==> config.mk <==
export PLATFORM = sky130hd
export DESIGN_NAME = mains_zero_cross_calibrator
export DESIGN_NICKNAME = d
export VERILOG_FILES = /design/src/rtl/mzc_pkg.sv /design/src/rtl/mzc_div.sv /design/src/rtl/mzc_fifo.sv /design/src/rtl/mzc_front.sv /design/src/rtl/mzc_back.sv /design/src/rtl/mains_zero_cross_calibrator.sv
export SDC_FILE = /design/constraint.sdc
export NUM_CORES = 2
export LEC_CHECK = 0
export BUFFER_PORTS_ARGS = -buffer_cell sky130_fd_sc_hd__buf_2
export CELL_PAD_IN_SITES_DETAIL_PLACEMENT = 2
export CELL_PAD_IN_SITES_GLOBAL_PLACEMENT = 2
export CORE_MARGIN = 4
export CORE_UTILIZATION = 40
export DETAILED_ROUTE_END_ITERATION = 10
export MAX_ROUTING_LAYER = met4
export PLACE_DENSITY = 0.74
export SYNTH_ARGS = -nofsm -noshare
export SYNTH_HDL_FRONTEND = slang
export SYNTH_SLANG_ARGS = --single-unit
==> constraint.sdc <==
create_clock -name aclk -period 16.25 [get_ports aclk]
set_input_delay 0.8125 -clock aclk [delete_from_list [all_inputs] [get_ports aclk]]
set_output_delay 0.8125 -clock aclk [all_outputs]
set_load 0.03 [all_outputs]
==> src/rtl/mzc_pkg.sv <==
// Shared types and constants for the mains zero-cross calibrator.
// No dependencies; every other file of the block imports this package.
package mzc_pkg;

    localparam int TIME_W  = 32;
    localparam int US_W    = 26;
    localparam int RETRY_W = 8;
    localparam int PHASE_W = 3;
    localparam int REQ_W   = 2;
    localparam int CFG_IDX_W = 3;

    // pipeline depth of the divide-by-ticks unit
    localparam int DIV_LAT = 3;

    typedef logic [REQ_W-1:0]   req_t;
    typedef logic [PHASE_W-1:0] phase_t;

    localparam req_t REQ_EDGE  = 2'd0;
    localparam req_t REQ_START = 2'd1;
    localparam req_t REQ_IDLE  = 2'd2;

    localparam phase_t PH_IDLE   = 3'd0;
    localparam phase_t PH_START  = 3'd1;
    localparam phase_t PH_FIRST  = 3'd2;
    localparam phase_t PH_SECOND = 3'd3;
    localparam phase_t PH_DONE   = 3'd4;

    localparam logic [CFG_IDX_W-1:0] CFG_MIN_GAP   = 3'd0;
    localparam logic [CFG_IDX_W-1:0] CFG_PULSE_MIN = 3'd1;
    localparam logic [CFG_IDX_W-1:0] CFG_PULSE_MAX = 3'd2;
    localparam logic [CFG_IDX_W-1:0] CFG_HALF_MIN  = 3'd3;
    localparam logic [CFG_IDX_W-1:0] CFG_HALF_MAX  = 3'd4;
    localparam logic [CFG_IDX_W-1:0] CFG_RETRY_LIM = 3'd5;

    localparam logic [US_W-1:0]    RST_MIN_GAP   = 26'd5000;
    localparam logic [US_W-1:0]    RST_PULSE_MIN = 26'd200;
    localparam logic [US_W-1:0]    RST_PULSE_MAX = 26'd1000;
    localparam logic [US_W-1:0]    RST_HALF_MIN  = 26'd5000;
    localparam logic [US_W-1:0]    RST_HALF_MAX  = 26'd12000;
    localparam logic [RETRY_W-1:0] RST_RETRY_LIM = 8'd10;

    typedef struct packed {
        logic [US_W-1:0]    min_gap;
        logic [US_W-1:0]    pulse_min;
        logic [US_W-1:0]    pulse_max;
        logic [US_W-1:0]    half_min;
        logic [US_W-1:0]    half_max;
        logic [RETRY_W-1:0] retry_limit;
    } mzc_cfg_t;

    // request as taken in, plus the timestamp of the edge before it
    typedef struct packed {
        req_t              req;
        logic [TIME_W-1:0] t;
        logic              fall;
        logic [TIME_W-1:0] prev;
    } mzc_raw_t;

    // classified request, as queued for the back end
    typedef struct packed {
        mzc_raw_t        raw;
        logic [US_W-1:0] gap_us;
        logic            gap_ok;
    } mzc_item_t;

    typedef struct packed {
        logic full;
        logic valid;
    } mzc_qstat_t;

    // packs into the result word with detector_disable in bit 0
    typedef struct packed {
        logic [RETRY_W-1:0] retries;
        logic [US_W-1:0]    half_wave_us;
        logic [US_W-1:0]    pulse_width_us;
        phase_t             phase_code;
        logic               detector_disable;
    } mzc_result_t;

endpackage

==> src/rtl/mzc_div.sv <==
// Pipelined divide of a 32-bit tick count by TICKS_PER_US, saturated to 26 bits.
// Reciprocal multiply, remainder correction; uses mzc_pkg.
module mzc_div #(
    parameter int TICKS_PER_US = 80
) (
    input  logic                      aclk,
    input  logic                      en,
    input  logic [mzc_pkg::TIME_W-1:0] x,
    output logic [mzc_pkg::US_W-1:0]   q
);
    import mzc_pkg::*;

    localparam int KW    = $clog2(TICKS_PER_US + 1);
    localparam int REM_W = $clog2(2 * TICKS_PER_US) + 1;
    localparam int PW    = 2 * TIME_W + 1;
    localparam logic [TIME_W:0]    RECIP = (TIME_W + 1)'((PW'(1) << TIME_W) / TICKS_PER_US);
    localparam logic [KW-1:0]      K_MUL = KW'(TICKS_PER_US);
    localparam logic [REM_W-1:0]   K_REM = REM_W'(TICKS_PER_US);

    logic [PW-1:0]          prod;
    logic [TIME_W+KW-1:0]   qk;
    logic [TIME_W-1:0]      rem;
    logic [TIME_W:0]        q_inc;
    logic [US_W-1:0]        q_next;

    logic [TIME_W-1:0]      x1_reg;
    logic [TIME_W-1:0]      q1_reg;
    logic [TIME_W-1:0]      q2_reg;
    logic [REM_W-1:0]       r2_reg;
    logic [US_W-1:0]        q_reg;

    // estimate is exact or one short
    assign prod  = PW'(x) * PW'(RECIP);
    assign qk    = (TIME_W + KW)'(q1_reg) * (TIME_W + KW)'(K_MUL);
    assign rem   = x1_reg - qk[TIME_W-1:0];
    assign q_inc = {1'b0, q2_reg} + (TIME_W + 1)'(r2_reg >= K_REM);

    always_comb begin
        if (|q_inc[TIME_W:US_W]) begin
            q_next = '1;
        end else begin
            q_next = q_inc[US_W-1:0];
        end
    end

    always_ff @(posedge aclk) begin
        if (en) begin
            x1_reg <= x;
            q1_reg <= prod[2*TIME_W-1:TIME_W];
            q2_reg <= q1_reg;
            r2_reg <= rem[REM_W-1:0];
            q_reg  <= q_next;
        end
    end

    assign q = q_reg;

endmodule

==> src/rtl/mzc_fifo.sv <==
// Short queue of classified requests between front and back end.
// Uses mzc_pkg for the entry and status types.
module mzc_fifo #(
    parameter int DEPTH = 4
) (
    input  logic                aclk,
    input  logic                aresetn,
    input  logic                push,
    input  mzc_pkg::mzc_item_t  wr_item,
    input  logic                pop,
    output mzc_pkg::mzc_item_t  rd_item,
    output mzc_pkg::mzc_qstat_t stat
);
    import mzc_pkg::*;

    localparam int AW = $clog2(DEPTH);
    localparam int CW = $clog2(DEPTH + 1);
    localparam logic [AW-1:0] LAST = AW'(DEPTH - 1);
    localparam logic [CW-1:0] FULL = CW'(DEPTH);

    mzc_item_t      mem_reg [DEPTH];
    logic [AW-1:0]  wr_ptr_reg;
    logic [AW-1:0]  rd_ptr_reg;
    logic [CW-1:0]  count_reg;

    always_ff @(posedge aclk) begin
        if (!aresetn) begin
            wr_ptr_reg <= '0;
            rd_ptr_reg <= '0;
            count_reg  <= '0;
        end else begin
            if (push) begin
                wr_ptr_reg <= (wr_ptr_reg == LAST) ? '0 : wr_ptr_reg + 1'b1;
            end
            if (pop) begin
                rd_ptr_reg <= (rd_ptr_reg == LAST) ? '0 : rd_ptr_reg + 1'b1;
            end
            if (push && !pop) begin
                count_reg <= count_reg + 1'b1;
            end else if (pop && !push) begin
                count_reg <= count_reg - 1'b1;
            end
        end
    end

    always_ff @(posedge aclk) begin
        if (push) begin
            mem_reg[wr_ptr_reg] <= wr_item;
        end
    end

    assign rd_item    = mem_reg[rd_ptr_reg];
    assign stat.valid = (count_reg != '0);
    assign stat.full  = (count_reg == FULL);

endmodule

==> src/rtl/mzc_front.sv <==
// Front end: take requests, track the last edge time, divide the edge gap to us.
// Uses mzc_pkg and mzc_div.
module mzc_front #(
    parameter int TICKS_PER_US = 80
) (
    input  logic                        aclk,
    input  logic                        aresetn,
    input  logic                        s_tvalid,
    output logic                        s_tready,
    input  logic [2:0]                  s_tuser,
    input  logic [mzc_pkg::TIME_W-1:0]  s_tdata,
    input  logic [mzc_pkg::US_W-1:0]    min_gap,
    input  logic                        q_full,
    output logic                        push,
    output mzc_pkg::mzc_item_t          item
);
    import mzc_pkg::*;

    localparam int STAGES = DIV_LAT + 1;

    logic                 en;
    logic                 accept;
    mzc_raw_t             raw_in;
    logic [US_W-1:0]      gap_us;

    logic [TIME_W-1:0]    prev_reg;
    logic [TIME_W-1:0]    diff_reg;
    mzc_raw_t             pipe_reg [STAGES];
    logic [STAGES-1:0]    valid_reg;

    // stall everything only when the last stage cannot drain
    assign en       = !(valid_reg[STAGES-1] && q_full);
    assign s_tready = en;
    assign accept   = s_tvalid && en;

    assign raw_in.req  = s_tuser[1:0];
    assign raw_in.fall = s_tuser[2];
    assign raw_in.t    = s_tdata;
    assign raw_in.prev = prev_reg;

    always_ff @(posedge aclk) begin
        if (!aresetn) begin
            prev_reg  <= '0;
            valid_reg <= '0;
        end else begin
            if (accept && raw_in.req == REQ_EDGE) begin
                prev_reg <= s_tdata;
            end
            if (en) begin
                valid_reg <= {valid_reg[STAGES-2:0], s_tvalid};
            end
        end
    end

    always_ff @(posedge aclk) begin
        if (en) begin
            diff_reg    <= s_tdata - prev_reg;
            pipe_reg[0] <= raw_in;
            for (int i = 1; i < STAGES; i++) begin
                pipe_reg[i] <= pipe_reg[i-1];
            end
        end
    end

    mzc_div #(
        .TICKS_PER_US(TICKS_PER_US)
    ) u_div (
        .aclk (aclk),
        .en   (en),
        .x    (diff_reg),
        .q    (gap_us)
    );

    assign push        = valid_reg[STAGES-1] && en;
    assign item.raw    = pipe_reg[STAGES-1];
    assign item.gap_us = gap_us;
    assign item.gap_ok = gap_us > min_gap;

endmodule

==> src/rtl/mzc_back.sv <==
// Back end: calibration phase logic, pulse measurement and the result register.
// Uses mzc_pkg and one mzc_div for the pulse width.
module mzc_back #(
    parameter int TICKS_PER_US = 80
) (
    input  logic                       aclk,
    input  logic                       aresetn,
    input  mzc_pkg::mzc_cfg_t          cfg,
    input  mzc_pkg::mzc_item_t         head,
    input  logic                       head_valid,
    output logic                       pop,
    output logic                       m_tvalid,
    input  logic                       m_tready,
    output mzc_pkg::mzc_result_t       m_tdata
);
    import mzc_pkg::*;

    localparam int MEAS_LAT = DIV_LAT + 1;
    localparam int MCW      = $clog2(MEAS_LAT + 1);
    localparam logic [MCW-1:0] MEAS_DONE = MCW'(MEAS_LAT);

    phase_t               phase_reg,  phase_next;
    logic [TIME_W-1:0]    mark_reg,   mark_next;
    logic [US_W-1:0]      pw_reg,     pw_next;
    logic [US_W-1:0]      hw_reg,     hw_next;
    logic [RETRY_W-1:0]   retry_reg,  retry_next;
    logic [MCW-1:0]       meas_cnt_reg;
    logic [TIME_W-1:0]    meas_x_reg;
    logic                 m_valid_reg;
    mzc_result_t          m_data_reg;

    logic                 out_free;
    logic                 late_fall;
    logic                 needs_meas;
    logic                 meas_ready;
    logic                 fire;
    logic                 in_range;
    logic                 disable_next;
    logic [TIME_W-1:0]    span_mark;
    logic [US_W-1:0]      pulse_us;

    assign out_free  = !m_valid_reg || m_tready;
    assign span_mark = head.raw.t - mark_reg;
    assign late_fall = head.raw.fall && (phase_reg == PH_IDLE)
                       && (span_mark > TIME_W'(pw_reg >> 1));

    // a counted rising edge in the second half needs the pulse width first
    assign needs_meas = head_valid && (head.raw.req == REQ_EDGE)
                        && (phase_reg == PH_SECOND) && !head.raw.fall && head.gap_ok;
    assign meas_ready = (meas_cnt_reg == MEAS_DONE);
    assign fire       = head_valid && out_free && (!needs_meas || meas_ready);
    assign pop        = fire;

    mzc_div #(
        .TICKS_PER_US(TICKS_PER_US)
    ) u_div (
        .aclk (aclk),
        .en   (1'b1),
        .x    (meas_x_reg),
        .q    (pulse_us)
    );

    assign in_range = (pulse_us > cfg.pulse_min) && (pulse_us < cfg.pulse_max)
                      && (head.gap_us > cfg.half_min) && (head.gap_us < cfg.half_max);

    always_comb begin
        phase_next   = phase_reg;
        mark_next    = mark_reg;
        pw_next      = pw_reg;
        hw_next      = hw_reg;
        retry_next   = retry_reg;
        disable_next = 1'b0;
        case (head.raw.req)
            REQ_START: begin
                phase_next = PH_START;
            end
            REQ_IDLE: begin
                phase_next = PH_IDLE;
            end
            REQ_EDGE: begin
                if (late_fall) begin
                    disable_next = 1'b1;
                end else if (phase_reg == PH_START) begin
                    phase_next = PH_FIRST;
                    mark_next  = '0;
                    pw_next    = '0;
                    hw_next    = '0;
                end else if (!head.raw.fall && head.gap_ok) begin
                    case (phase_reg)
                        PH_FIRST: begin
                            phase_next = PH_SECOND;
                            mark_next  = head.raw.t;
                        end
                        PH_SECOND: begin
                            pw_next = pulse_us;
                            hw_next = head.gap_us;
                            if (retry_reg > cfg.retry_limit || in_range) begin
                                phase_next = PH_DONE;
                            end else begin
                                phase_next = PH_START;
                                if (retry_reg != '1) begin
                                    retry_next = retry_reg + 1'b1;
                                end
                            end
                        end
                        PH_DONE: begin
                            mark_next  = head.raw.t;
                            retry_next = '0;
                        end
                        default: begin
                        end
                    endcase
                end
            end
            default: begin
            end
        endcase
    end

    always_ff @(posedge aclk) begin
        if (!aresetn) begin
            phase_reg    <= PH_IDLE;
            mark_reg     <= '0;
            pw_reg       <= '0;
            hw_reg       <= '0;
            retry_reg    <= '0;
            meas_cnt_reg <= '0;
            m_valid_reg  <= 1'b0;
        end else begin
            if (fire) begin
                phase_reg    <= phase_next;
                mark_reg     <= mark_next;
                pw_reg       <= pw_next;
                hw_reg       <= hw_next;
                retry_reg    <= retry_next;
                meas_cnt_reg <= '0;
                m_valid_reg  <= 1'b1;
            end else begin
                if (needs_meas && !meas_ready) begin
                    meas_cnt_reg <= meas_cnt_reg + 1'b1;
                end
                if (m_tready) begin
                    m_valid_reg <= 1'b0;
                end
            end
        end
    end

    always_ff @(posedge aclk) begin
        meas_x_reg <= head.raw.prev - mark_reg;
        if (fire) begin
            m_data_reg.detector_disable <= disable_next;
            m_data_reg.phase_code       <= phase_next;
            m_data_reg.pulse_width_us   <= pw_next;
            m_data_reg.half_wave_us     <= hw_next;
            m_data_reg.retries          <= retry_next;
        end
    end

    assign m_tvalid = m_valid_reg;
    assign m_tdata  = m_data_reg;

endmodule

==> src/rtl/mains_zero_cross_calibrator.sv <==
// Top level of the mains zero-cross calibrator: configuration registers,
// front end, request queue and back end. Uses mzc_pkg and all mzc_* modules.
//
// Usage
//   s_* : request stream. s_tuser[1:0] request kind (edge, start, idle),
//         s_tuser[2] falling edge flag, s_tdata the 32-bit capture time in ticks.
//   m_* : one result word per request, in request order.
//   cfg_* : register writes, always ready; write only while no request is in
//         flight. Indexes past the last register are dropped.
// Throughput and path
//   One request per cycle while s_tready is high. A result passes through the
//   front-end pipeline, the queue and the back end's output register. A rising
//   edge that closes a measurement holds the back end while its pulse-width
//   divider runs; the queue keeps taking requests meanwhile until it fills.
// Stall
//   A stalled result holds in the output register; the back end and then the
//   queue and front end back up behind it, and s_tready drops once the front
//   end's last stage cannot drain.
// Reset
//   aresetn low clears phase to idle, timestamps and measurements to zero,
//   empties the queue and loads the register defaults.
module mains_zero_cross_calibrator #(
    parameter int TICKS_PER_US = 80,
    parameter int QUEUE_DEPTH  = 4
) (
    input  logic        aclk,
    input  logic        aresetn,
    // request stream
    input  logic        s_tvalid,
    output logic        s_tready,
    input  logic [2:0]  s_tuser,   // [1:0] req_type, [2] falling
    input  logic [31:0] s_tdata,   // [31:0] capture_time
    // result stream
    output logic        m_tvalid,
    input  logic        m_tready,
    // [0] detector_disable, [3:1] phase_code, [29:4] pulse_width_us,
    // [55:30] half_wave_us, [63:56] retries
    output logic [63:0] m_tdata,
    // configuration writes
    input  logic        cfg_valid,
    output logic        cfg_ready,
    input  logic [2:0]  cfg_index,
    input  logic [25:0] cfg_data
);
    import mzc_pkg::*;

    mzc_cfg_t    cfg_reg;
    mzc_item_t   q_wr_item;
    mzc_item_t   q_rd_item;
    mzc_qstat_t  q_stat;
    mzc_result_t res_view;
    logic        q_push;
    logic        q_pop;

    // configuration: take every write, drop unknown indexes
    assign cfg_ready = 1'b1;

    always_ff @(posedge aclk) begin
        if (!aresetn) begin
            cfg_reg.min_gap     <= RST_MIN_GAP;
            cfg_reg.pulse_min   <= RST_PULSE_MIN;
            cfg_reg.pulse_max   <= RST_PULSE_MAX;
            cfg_reg.half_min    <= RST_HALF_MIN;
            cfg_reg.half_max    <= RST_HALF_MAX;
            cfg_reg.retry_limit <= RST_RETRY_LIM;
        end else if (cfg_valid) begin
            unique case (cfg_index)
                CFG_MIN_GAP:   cfg_reg.min_gap     <= cfg_data;
                CFG_PULSE_MIN: cfg_reg.pulse_min   <= cfg_data;
                CFG_PULSE_MAX: cfg_reg.pulse_max   <= cfg_data;
                CFG_HALF_MIN:  cfg_reg.half_min    <= cfg_data;
                CFG_HALF_MAX:  cfg_reg.half_max    <= cfg_data;
                CFG_RETRY_LIM: cfg_reg.retry_limit <= cfg_data[RETRY_W-1:0];
                default: begin
                end
            endcase
        end
    end

    // front end: classify and time-convert the edge gap
    mzc_front #(
        .TICKS_PER_US(TICKS_PER_US)
    ) u_front (
        .aclk     (aclk),
        .aresetn  (aresetn),
        .s_tvalid (s_tvalid),
        .s_tready (s_tready),
        .s_tuser  (s_tuser),
        .s_tdata  (s_tdata),
        .min_gap  (cfg_reg.min_gap),
        .q_full   (q_stat.full),
        .push     (q_push),
        .item     (q_wr_item)
    );

    // decouple front and back
    mzc_fifo #(
        .DEPTH(QUEUE_DEPTH)
    ) u_fifo (
        .aclk    (aclk),
        .aresetn (aresetn),
        .push    (q_push),
        .wr_item (q_wr_item),
        .pop     (q_pop),
        .rd_item (q_rd_item),
        .stat    (q_stat)
    );

    // back end: phase sequencing, measurement, result register
    mzc_back #(
        .TICKS_PER_US(TICKS_PER_US)
    ) u_back (
        .aclk       (aclk),
        .aresetn    (aresetn),
        .cfg        (cfg_reg),
        .head       (q_rd_item),
        .head_valid (q_stat.valid),
        .pop        (q_pop),
        .m_tvalid   (m_tvalid),
        .m_tready   (m_tready),
        .m_tdata    (res_view)
    );

    assign m_tdata = res_view;

    // detector disable only ever comes out of an idle calibration
    a_disable_idle: assert property (@(posedge aclk) disable iff (!aresetn)
        m_tvalid && res_view.detector_disable |-> res_view.phase_code == PH_IDLE)
        else $error("detector disable raised outside idle phase");

    // measurements stay cleared from the start edge until the measuring edge
    a_meas_clear: assert property (@(posedge aclk) disable iff (!aresetn)
        m_tvalid && (res_view.phase_code == PH_FIRST || res_view.phase_code == PH_SECOND)
        |-> res_view.pulse_width_us == '0 && res_view.half_wave_us == '0)
        else $error("stale measurement during a half-wave phase");

    // the front end never pushes into a full queue
    a_no_overrun: assert property (@(posedge aclk) disable iff (!aresetn)
        !(q_push && q_stat.full))
        else $error("push into full request queue");

    // input back-pressure only comes from a full queue
    a_stall_src: assert property (@(posedge aclk) disable iff (!aresetn)
        !s_tready |-> q_stat.full)
        else $error("input stalled while the queue has room");

endmodule

Word-level counts from Yosys, hierarchy flattened
Memory sizes are Yosys's and may differ from the RTL's. A register that Yosys moved wholly into a read port is not among the register bits. Cells that the tools add are included.

Input bits: 69. Memories: 2. Register bits after elaboration: 600. RAM bits: 644. Logic and storage cells: 168. Output and inout bits: 67.

Multiplexer cells: 38. $mul: 4. Equality and inequality tests: 16. Reductions and logical operators: 49. Add/sub/neg operators: 13. $lt $le $gt $ge: 9. Bitwise operators: 2.

Memories: u_fifo.mem_reg (depth 4, width 94, rd ports 1, clocked after memory_dff 1, wr ports 1, line mzc_fifo.sv:21) `mzc_item_t mem_reg [DEPTH];`; u_front.pipe_reg (depth 4, width 67, rd ports 4, clocked after memory_dff 0, wr ports 4, line mzc_front.sv:28) `mzc_raw_t pipe_reg [STAGES];`.

Operators by type and width (number): $mux W26 (10); $mul A32 B26 Y58 const B (2); $mux W32 (3); $sub A32 B32 Y32 (3); $gt A26 B26 Y1 (3); $add A26 B1 Y27 (2); $lt A26 B26 Y1 (2); $mul A26 B3 Y5 const B (2); $mux W8 (6); $gt A32 B25 Y1 (1); $logic_and A1 B1 Y1 (19); $ge A9 B7 Y1 const B (2); $mux W3 (6); $sub A9 B9 Y9 (2); $pmux W8 S2 (1); $eq A3 B3 Y1 const B (5); $reduce_or A7 Y1 (2); $eq A3 B2 Y1 const B (4); $reduce_and A2 Y1 (6); $pmux W3 S3 (1); $add A8 B1 Y8 const B (1); $gt A8 B8 Y1 (1); $mux W2 (4); $ne A8 B8 Y1 const B (1); 17 further kinds (42).

Depth between registers and ports, before layout
Depth after elaboration: 11. Mapped depth: 32.

Modules after synthesis
Synthesis repeated with hierarchy kept, for this count alone.

Cells, all modules: 6505. Area, all modules: 78969.5 µm².

Modules (own cells, without submodules): mzc_div at u_back.u_div (sequential area each 2642.5 µm², cells an instance 1639, area an instance 16867.4 µm², times used 1); mzc_div at u_front.u_div (sequential area each 2642.5 µm², cells an instance 1487, area an instance 16075.4 µm², times used 1); mzc_fifo (sequential area each 11471.0 µm², cells an instance 535, area an instance 14087.3 µm², times used 1); mzc_back (sequential area each 4544.4 µm², cells an instance 1539, area an instance 13917.1 µm², times used 1); mzc_front (sequential area each 9729.3 µm², cells an instance 809, area an instance 12801.0 µm², times used 1); mains_zero_cross_calibrator (sequential area each 2762.6 µm², cells an instance 496, area an instance 5221.3 µm², times used 1).

Least setup slack after synthesis
No wires, ideal clock.

Kind: reg2reg. Start point: register u_fifo.count_reg[0]. End point: register u_front.prev_reg[10]. Path buffers: 1. Arrival time: 10.100 ns. Required time: 16.118 ns. Stages on the path, launching flop included: 8. Clock period less this slack: 10.232 ns. Slack: 6.018 ns. Cell sequence: dfxtp_1 -> nor2_1 -> and3_1 -> inv_1 -> nand3_1 -> clkbuf_1 -> nand2_1 -> a21oi_1.

Longest elaborated chain between the ends: 5.

Ends and longest elaborated chain: from (decl) (line mzc_fifo.sv:24) `logic [CW-1:0] count_reg;`; from (signal assigned) (line mzc_fifo.sv:39) `count_reg <= count_reg + 1'b1;`; from (signal assigned) (line mzc_fifo.sv:41) `count_reg <= count_reg - 1'b1;`; $eq A3 B3 Y1 (line mzc_fifo.sv:54) `assign stat.full = (count_reg == FULL);`; $logic_and A1 B1 Y1 (line mzc_front.sv:32) `assign en = !(valid_reg[STAGES-1] && q_full);`; $logic_not A1 Y1 (line mzc_front.sv:32); net s_tready (line mains_zero_cross_calibrator.sv:30) `output logic s_tready,`; $logic_and A1 B1 Y1 (line mzc_front.sv:34) `assign accept = s_tvalid && en;`; $logic_and A1 B1 Y1 (line mzc_front.sv:46) `if (accept && raw_in.req == REQ_EDGE) begin`; to (signal assigned) (line mzc_front.sv:47) `prev_reg <= s_tdata;`; to (decl) (line mzc_front.sv:26) `logic [TIME_W-1:0] prev_reg;`.

The timed path passes the listed nets, and every way through them passes these cells. A chain may end at the register's enable or synchronous reset.

Worst setup path after layout
Start point: register u_front.diff_reg[8]. End point: register u_front.u_div.q1_reg[13] (data pin).

Longest elaborated chain between the ends: 1.

Ends and longest elaborated chain: from (decl) (line mzc_front.sv:27) `logic [TIME_W-1:0] diff_reg;`; from (signal assigned) (line mzc_front.sv:57) `diff_reg <= s_tdata - prev_reg;`; $mul A32 B26 Y58 (line mzc_div.sv:33) `assign prod = PW'(x) * PW'(RECIP);`; net u_front.u_div.prod[45] (line mzc_div.sv:20) `logic [PW-1:0] prod;`; to (signal assigned) (line mzc_div.sv:49) `q1_reg <= prod[2*TIME_W-1:TIME_W];`; to (decl) (line mzc_div.sv:27) `logic [TIME_W-1:0] q1_reg;`.

The timed path passes the listed nets, and every way through them passes these cells.

==> out/qor.csv <==
stage;metric;value;unit
cells_and_area;fin_nets;7992;
clocking;cts_num_sinks;1230;
cells_and_area;drive_above_1_share;8.21;%
sta;tns;0;ps
floorplan;coreArea;188000;sq um
drt;remaining_drc_errors;0;
logic_synthesis;synth.distinct_cells;89;
place;io_buffers;134;
grt;grtUsageMet2;46.2;%
place;dp.cells;8877;
sta;finalHoldViolCount;0;
critical_path;crit_path_end_kind;register;
critical_path;critPathKind;reg -> reg;
sta;fin_skew;38.5;ps
clocking;cts-htree-levels;4;
place;dp_hpwl;197;mm
sta;grt_setup_unrepaired;no;
logic_synthesis;synth_compound_area_share;8.43;%
floorplan;fp.dieH;442;microns
grt;met3_usage;2.96;%
critical_path;crit_path_cell_trace;ha_1 > xor2_1 > ha_1 > a21o_1 > inv_1 > fa_1 > fa_1 > inv_1 > fa_1 > fa_1 > inv_1 > fa_1 > inv_1 > ha_1 > a21o_1 > or4_1 > nor3_1 > o21ai_0 > nor3_1 > o31ai_1 > a21o_1 > a21o_1 > a21oi_1 > xnor2_1;
floorplan;ioPinCount;136;
job;maxCapViolations;0;
drt;routed_via_density;5.50;
cells_and_area;synthToLayoutAreaGrowth;11.0;%
clocking;cts_buffer_depth;3;
critical_path;crit_path_frequent_cell;fa_1;
drt;wire_per_inst;28.3;microns
logic_synthesis;synth_top_family_by_area;adder cells;
logic_synthesis;synth-edff-count;828;
clocking;clk_pin_slew_worst_paths;70;ps
drt;drtIter0Drc;3513;
sta;worst_slew_pin_slew;1230;ps
critical_path;cp-start-kind;register;
sta;min_period_over_period;48.1;%
clocking;cts_tree;built;
clocking;cts_root_buffer;clkbuf_16;
grt;use_met1;34.2;%
logic_synthesis;netlist_instances;6365;
grt;grt_pass1_wl;385;mm
floorplan;start_util;40.2;%
run_status;status;complete, no violations;
grt;grt_pass1_vias;56300;
sta;drv_slew;0;
cells_and_area;layout.cells.non_filler;9147;
grt;antenna_found_initial;18;
sta;setup_ws;8440;ps
clocking;cts_hold_repair.buffers;0;
critical_path;cp_max_fo;9;
clocking;post_cts_resized;0;
place;place_congestion;0.947;
logic_synthesis;yosysSeqAreaShare;43.7;%
critical_path;crit_arrival;8350;ps
logic_synthesis;synthFlopType;edfxtp_1;
logic_synthesis;ys_ff_latch;1230;
grt;top_usage_layer;met2;
drt;drt_pass1_iterations;6;
drt;ant_nets;0;
critical_path;critPathMaxStageDelay;600;ps
cells_and_area;post-route-util;44.6;%
sta;setup_viol;0;
logic_synthesis;synthMuxAreaShare;2.90;%
logic_synthesis;synth_xor_area_share;2.63;%
cells_and_area;largest_reg_flops;376;
critical_path;path_buf_inv;4;
logic_synthesis;ys.warnings.count;0;
grt;track_usage;27.0;%
floorplan;die-area;195000;sq um
floorplan;placementRows;159;
sta;min_period;7810;ps
clocking;numCtsBuffers;140;
place;dp_worst_setup_slack;8430;ps
clocking;clock_latency;800;ps
sta;max_freq;128;MHz
critical_path;cp_top_family;adder cells;
clocking;cts_setup_buffers;0;
logic_synthesis;synth.avg_cell_area;11.8;sq um
logic_synthesis;synth_nets;7833;
logic_synthesis;syn-cell-area;75400;sq um
logic_synthesis;synthArstFlopShare;0;%
logic_synthesis;synth_adder_area_share;29.1;%
drt;drt_wl_total;259;mm
critical_path;required;16790;ps
grt;grt_overflow;0;
logic_synthesis;synthSimpleGateAreaFrac;7.19;%
sta;slew-limit-headroom;17.7;%
drt;vias;50300;
critical_path;slowest_stage;ha_1;
hold_path;hold_path_class;in -> reg;
floorplan;die_w;442;microns
grt;grt_max_degree;109;
==> path summary, 6_finish.rpt <==
path / slack (ps) / from / depth (start not counted) / end
worst max-delay path: 8440 / u_front.diff_reg[8]$_DFFE_PN_ / 24 / u_front.u_div.q1_reg[13]$_DFFE_PN_
worst min-delay path: 240 / s_tuser[0] / 1 / u_front.pipe_reg[0][65]$_DFFE_PN_
worst max register to register: 8440 / u_front.diff_reg[8]$_DFFE_PN_ / 24 / u_front.u_div.q1_reg[13]$_DFFE_PN_
worst min register to register: 320 / u_back.u_div.q1_reg[10]$_DFF_P_ / 0 / u_back.u_div.q2_reg[10]$_DFF_P_
==> logic make-up after synthesis <==
logic type	count (synthesis)
AND/OR/NAND/NOR	1199
AO/OA/AOI/OAI	986
flip-flops	1230
multiplexers	101
adder cells (fa/ha/maj)	1400
other	1
buffers and inverters	1222
XOR/XNOR	226
==> through the flow <==
step	hold slack, ps	area, sq um
floorplan	310	75400
global placement	311	78900
detailed placement	313	78900
CTS	172	83700
global route	186	83700
finish	242	83700
==> area by class of cell <==
class / count / area [sq um]
Tap cell: 2495 / 3120
Sequential cell: 1230 / 32900
Fill cell: 18800 / 104000
Inverter: 1073 / 4040
Antenna cell: 11 / 27.5
Timing Repair Buffer: 166 / 926
Clock inverter: 75 / 871
Clock buffer: 184 / 3910
Multi-Input combinational cell: 3913 / 37900
==> routing by layer <==
layer,part of all wire (%),up-vias
met1,42,26500
met4,3.0,0
met5,0,-
met2,51,1259
li1,-,22100
met3,3.8,379
==> layout by cell type (no fill, tap or decap), drive strengths merged, types with 34 or more instances in the layout <==
cell type	instances
edfxtp	828
nor2	220
buf	166
nand3	100
xnor2	117
o21a	50
mux4	94
ha	814
nor3	57
nor2b	42
o211ai	43
clkinv	44
o21ai	188
fa	585
xor2	109
clkbuf	184
dfxtp	402
inv	1083
a21oi	338
nand4	63
and3	34
nand2	565
a21o	150
==> cells in the mapped netlist, drive strengths merged, types with 9 or more instances <==
cell / n / area share (%)
o221a: 24 / 0.36
nor3: 57 / 0.38
and3: 34 / 0.28
or3: 11 / 0.091
or2: 12 / 0.10
a21o: 150 / 1.5
fa: 585 / 16
o22a: 26 / 0.30
nor2b: 42 / 0.35
and4: 11 / 0.13
mux4: 94 / 2.8
nand4: 63 / 0.52
nand2: 565 / 2.8
and2: 29 / 0.24
inv: 1073 / 5.3
nand3: 100 / 0.66
edfxtp: 828 / 33
a31oi: 26 / 0.22
nand2b: 28 / 0.23
o21a: 50 / 0.50
clkbuf: 120 / 0.60
a211oi: 15 / 0.15
xnor2: 117 / 1.4
buf: 29 / 0.17
a21oi: 338 / 2.2
xor2: 109 / 1.3
o211ai: 43 / 0.43
dfxtp: 402 / 11
o21ai: 188 / 1.3
a2111oi: 9 / 0.10
nor2: 220 / 1.1
ha: 814 / 14
o21bai: 16 / 0.16
Power is not shown: default switching activity piles up to over one toggle a cycle in this logic, so the estimate is an artifact.
